<file path="src/rtl/density_matrix_gate_apply_macros.svh">
// ----------------------------------------------------------------------------
// Density matrix gate apply: assertion macros
// Shared concurrent assertion forms used by the RTL of this block.
// ----------------------------------------------------------------------------
`ifndef DENSITY_MATRIX_GATE_APPLY_MACROS_SVH
`define DENSITY_MATRIX_GATE_APPLY_MACROS_SVH

// consequent checked in the same cycle as the antecedent
`define DMGA_ASSERT_SAME(lbl, clk, rst, ante, cons, msg) \
   lbl: assert property (@(posedge clk) disable iff (rst) (ante) |-> (cons)) \
      else $error(msg);

// consequent checked in the cycle after the antecedent
`define DMGA_ASSERT_NEXT(lbl, clk, rst, ante, cons, msg) \
   lbl: assert property (@(posedge clk) disable iff (rst) (ante) |=> (cons)) \
      else $error(msg);

`endif

</file>
<file path="src/rtl/dmga_pkg.sv">
// ----------------------------------------------------------------------------
// Density matrix gate apply: package
// Sizes, codes, sequencer states and the multiply unit control word.
// ----------------------------------------------------------------------------
`timescale 1ns / 1ps

package dmga_pkg;

   localparam int MAX_QUBITS  = 5;
   localparam int VALUE_WIDTH = 32;
   localparam int FRAC_BITS   = VALUE_WIDTH - 2;
   localparam int QUBIT_W     = 3;
   localparam int ADDR_W      = 2 * MAX_QUBITS;
   localparam int CELLS       = 1 << ADDR_W;
   localparam int CELL_W      = 2 * VALUE_WIDTH;
   localparam int PROD_W      = 2 * VALUE_WIDTH;
   localparam int RND_W       = VALUE_WIDTH + 4;
   localparam int ACC_W       = VALUE_WIDTH + 6;

   localparam logic [VALUE_WIDTH-1:0] ONE_VAL = VALUE_WIDTH'(1) << FRAC_BITS;
   localparam logic [PROD_W-1:0]      RND_VAL = PROD_W'(1) << (FRAC_BITS - 1);

   typedef enum logic [1:0] {
      OP_WRITE = 2'd0,
      OP_READ  = 2'd1,
      OP_KLOAD = 2'd2,
      OP_APPLY = 2'd3
   } op_type;

   typedef enum logic [1:0] {
      KIND_READ    = 2'd0,
      KIND_APPLIED = 2'd1,
      KIND_REJECT  = 2'd2
   } kind_type;

   typedef enum logic [3:0] {
      ST_CLEAR,
      ST_IDLE,
      ST_READ,
      ST_LOAD,
      ST_ROW,
      ST_COL,
      ST_MUL,
      ST_ACC,
      ST_WRITE,
      ST_STORE,
      ST_NEXT
   } state_type;

   // control word for the shared multiply-round-accumulate unit
   typedef struct packed {
      logic mul_en;   // form product
      logic acc_en;   // round and accumulate product
      logic first;    // first term of a sum
      logic negp;     // negate product before rounding
      logic sub;      // subtract rounded product
   } mac_ctl_type;

endpackage

</file>
<file path="src/rtl/dmga_mac.sv">
// ----------------------------------------------------------------------------
// Density matrix gate apply: multiply-round-accumulate unit
// One real product per use, rounded to the fraction width, summed, saturated.
// ----------------------------------------------------------------------------
`timescale 1ns / 1ps

module dmga_mac (
   input  logic                                   clock,
   input  dmga_pkg::mac_ctl_type                  ctl,
   input  logic signed [dmga_pkg::VALUE_WIDTH-1:0] x,
   input  logic signed [dmga_pkg::VALUE_WIDTH-1:0] y,
   output logic signed [dmga_pkg::VALUE_WIDTH-1:0] sum
);
   import dmga_pkg::*;

   logic signed [PROD_W-1:0] mult;
   logic signed [PROD_W-1:0] prod_in, prod_ff;
   logic                     sub_ff;
   logic signed [PROD_W-1:0] rsum;
   logic signed [RND_W-1:0]  rnd, term;
   logic signed [ACC_W-1:0]  acc_in, acc_ff;

   // product stage
   assign mult    = PROD_W'(x) * PROD_W'(y);
   assign prod_in = ctl.negp ? -mult : mult;

   always_ff @(posedge clock) begin
      if (ctl.mul_en) begin
         prod_ff <= prod_in;
         sub_ff  <= ctl.sub;
      end
   end

   // round to nearest (half up), then accumulate
   assign rsum   = prod_ff + $signed(RND_VAL);
   assign rnd    = RND_W'(rsum >>> FRAC_BITS);
   assign term   = sub_ff ? -rnd : rnd;
   assign acc_in = (ctl.first ? ACC_W'(0) : acc_ff) + ACC_W'(term);

   always_ff @(posedge clock) begin
      if (ctl.acc_en) begin
         acc_ff <= acc_in;
      end
   end

   // saturate to the value range
   always_comb begin
      if (acc_ff[ACC_W-1:VALUE_WIDTH-1] == '0 || acc_ff[ACC_W-1:VALUE_WIDTH-1] == '1) begin
         sum = acc_ff[VALUE_WIDTH-1:0];
      end else if (acc_ff[ACC_W-1]) begin
         sum = {1'b1, {(VALUE_WIDTH-1){1'b0}}};
      end else begin
         sum = {1'b0, {(VALUE_WIDTH-1){1'b1}}};
      end
   end

endmodule
</file>
<file path="config.mk">
export PLATFORM = sky130hd
export DESIGN_NAME = dmga_mac
export DESIGN_NICKNAME = d
export VERILOG_FILES = /design/src/rtl/density_matrix_gate_apply_macros.svh /design/src/rtl/dmga_pkg.sv /design/src/rtl/dmga_mac.sv
export SDC_FILE = /design/constraint.sdc
export NUM_CORES = 2
export LEC_CHECK = 0
export BUFFER_PORTS_ARGS = -buffer_cell sky130_fd_sc_hd__buf_4
export CAP_MARGIN = 20
export CORE_AREA = 5 5 377 379
export CTS_BUF_LIST = sky130_fd_sc_hd__clkbuf_8
export DETAILED_ROUTE_END_ITERATION = 16
export DIE_AREA = 0 0 382 384
export MAX_ROUTING_LAYER = met4
export PLACE_DENSITY_LB_ADDON = 0.3
export SLEW_MARGIN = 10
export SYNTH_ARGS = -nofsm -noshare
export SYNTH_HDL_FRONTEND = slang
export SYNTH_SLANG_ARGS = --single-unit
</file>
<file path="constraint.sdc">
create_clock -name clock -period 9.1 [get_ports clock]
set_clock_uncertainty 0.1 [all_clocks]
set_input_delay 0.91 -clock clock [delete_from_list [all_inputs] [get_ports clock]]
set_output_delay 0.91 -clock clock [all_outputs]
set_load 0.005 [all_outputs]
</file>
==> flow_summary.ini <==
[run_status]
status = completed

[cts]
clk_path_buf_depth = 2
cts_root_buffer = clkbuf_8
cts_made_buffers = 9
htreeDepth = 3
cts_tree = built
cts.clk_slew.worst_paths_ns = 0.07
worstSkewPairLatency_ns = 0.36
cts_sinks = 74

[synthesis]
ys_warn_count = 0
avgSynthCellArea_sq_um = 9.183
synth_edf_count = 74
synthCells = 4781
ys.flop_type = edfxtp_1
synth_seq_cells = 74
synthArstFlopShare_pct = 0
yosysSeqAreaShare_pct = 5.061
synth.distinct_cells = 91
syn_nets = 6157
syn_area_sq_mm = 0.04390

[layout]
multi_input_comb_area_sq_mm = 0.03760
regArea_sq_mm = 0.002222
final_area_sq_mm = 0.05062
drive_gt1_share_pct = 13.99
finalNetCount = 6498
fillers = 14090
final_cells = 6935
synthToLayoutAreaGrowth_pct = 15.29

[grt]
grt_max_degree = 39
top_usage_layer = met2
gr-usage-met3_pct = 2.361
overflow = 0
grtUsageMet1_pct = 25.41
grt_usage_pct = 17.68
antenna_found_initial = 2
grt_pass1_wl_um = 202700
grtUsageMet2_pct = 27.59
grt_pass1_vias = 36300

[setup_path]
critPathLaunchType = input pin
path_max_fanout = 16
path_common_cell = fa_1
path_class = input pin to flop
worst-path-buf-inv = 4
crit_path_end_kind = flop
slowest_delay_ns = 0.61
crit_slowest_cell = fa_1
cp_top_family = adder cells
crit_arrival_ns = 8.84
required_ns = 9.11

[die]
dieArea_sq_mm = 0.1467
io_pins = 102
die-width_um = 382
start_util_pct = 31.70
fp.dieH_um = 384
fp-row-count = 137
core-area_sq_mm = 0.1385

[place]
gp_congestion = 0.9104
port_buffers = 101
dpl.cell_count = 6911
hpwl_um = 108500
post_dp_cell_area_sq_mm = 0.04981

[timing]
finalHoldViolations = 0
slew_viol_final = 0
fin_crit_ns = 8.835
rsz0062_at_grt = true
fin_crit_sh_pct = 97.09
worst_pin_slew_ns = 0.9307
setup_viol = 0
relSlewSlack_pct = 37.48
fmax_mhz = 113.2

[drt]
drtAntennaViolNets = 0
drtIter0Drc = 1747
wl_per_cell_um = 17.79
drtPass1Iterations = 5
vias = 33100
viasPerCell = 4.773
drc_errors = 0
wl_um = 123400

[worst_hold_path]
min_path_type = flop to flop

[job]
cap_violations = 0
==> metrics by stage <==
| step | hold slack [ns] | util, % | setup WS, ns | TNS (ns) |
|---|---|---|---|---|
| 5_1_grt | 0.6384 | 36.55 | -0.06922 | -0.3052 |
| 4_1_cts | 0.6418 | 36.09 | 0.01222 | 0 |
| 6_report | 0.6488 | 36.55 | 0.2645 | 0 |
| 3_5_place_dp | 0.6314 | 35.96 | -0.3882 | -7.070 |
| 2_1_floorplan | 0.5719 | - | -0.009742 | -0.01920 |
| 3_3_place_gp | 0.6140 | 35.96 | -0.3046 | -5.732 |
==> worst min-delay path: stages (launching register included) <==
cell and delay, ns:
edfxtp_1 0.35, nor2b_1 0.16, ha_1 0.14
==> cells in the final DEF, fill, tap and decap left out, types with 14 or more instances in the layout <==
cell,netlist,layout
fa_1,1083,1075
nor2b_1,51,50
ha_1,223,208
nand2b_1,17,17
nand2_1,603,602
nand4_1,29,29
o211ai_1,18,18
a211oi_1,16,16
and2_1,518,514
nor3_1,48,43
buf_12,0,21
a21oi_2,1,14
o21a_1,29,29
nor2_1,119,118
a31oi_1,19,18
edfxtp_1,74,74
xnor2_1,132,132
a21oi_1,107,92
a21o_1,67,67
buf_4,1,529
and3_1,23,23
buf_6,1,24
nand3_1,39,39
o31ai_1,18,17
inv_1,954,950
xor2_1,57,57
o21ai_0,91,77
o21ai_1,7,15
==> cell type report <==
cell class                      count  share of cell area [%]
Inverter                          954                   7.089
Clock buffer                        9                  0.2447
Tap cell                         1807                   4.466
Multi-Input combinational cell   3501                   74.27
Antenna cell                        2                0.009887
Sequential cell                    74                   4.390
Clock inverter                      6                 0.09887
Timing Repair Buffer              582                   9.427
==> what timing repair did <==
action	CTS	global route
hold buffers	0	0
pin swaps	0	41
setup endpoints to repair	1	29
setup buffers	0	7
resized for setup	1	131
==> synthesized netlist by cell type (17+ instances only) <==
library cell | number | share of area, %
o31ai_1 | 18 | 0.31
clkbuf_1 | 233 | 2.0
nand3_1 | 39 | 0.44
o211ai_1 | 18 | 0.31
a21o_1 | 67 | 1.1
nor4_1 | 19 | 0.27
a31oi_1 | 19 | 0.27
nor3_1 | 48 | 0.55
nand4_1 | 29 | 0.41
a21oi_1 | 107 | 1.2
o21a_1 | 29 | 0.50
ha_1 | 223 | 6.4
xor2_1 | 57 | 1.1
and3_1 | 23 | 0.33
edfxtp_1 | 74 | 5.1
o21ai_0 | 91 | 1.0
nor2_1 | 119 | 1.0
fa_1 | 1083 | 49
nand2b_1 | 17 | 0.24
inv_1 | 954 | 8.2
xnor2_1 | 132 | 2.6
nor2b_1 | 51 | 0.73
and2_1 | 518 | 7.4
nand2_1 | 603 | 5.2
==> kinds of logic after synthesis <==
kind of cell / Yosys count / synth area share (%)
buffers and inverters: 1206 / 10.41
muxes: 3 / 0.07409
xor gates and xnor gates: 189 / 3.770
DFF: 74 / 5.061
and+or+nand+nor: 1533 / 17.83
adders and majority gates: 1306 / 55.74
AOI/OAI and AO/OA: 470 / 7.113
==> metal layers <==
| layer | share of wire, % | wire (um) |
|---|---|---|
| met5 | 0 | 0 |
| met3 | 5.7 | 7004 |
| met2 | 45 | 55600 |
| met1 | 48 | 59470 |
| met4 | 1.0 | 1291 |
==> flip-flops by register name (all words and copies together), names as in the netlist <==
signal and cells:
prod_ff 35, sub_ff 1, acc_ff 38
==> path summary, 6_finish.rpt <==
path | startpoint | end | slack [ns] | depth (start not counted)
worst max-delay path | x[8] | prod_ff[63]$_DFFE_PP_ | 0.26 | 26
worst min-delay path | acc_ff[0]$_DFFE_PP_ | acc_ff[0]$_DFFE_PP_ | 0.65 | 2
worst max register to register | prod_ff[32]$_DFFE_PP_ | acc_ff[36]$_DFFE_PP_ | 2.92 | 21
worst min register to register | acc_ff[0]$_DFFE_PP_ | acc_ff[0]$_DFFE_PP_ | 0.65 | 2
Power is not shown: default switching activity piles up to over one toggle a cycle in this logic, so the estimate is an artifact.
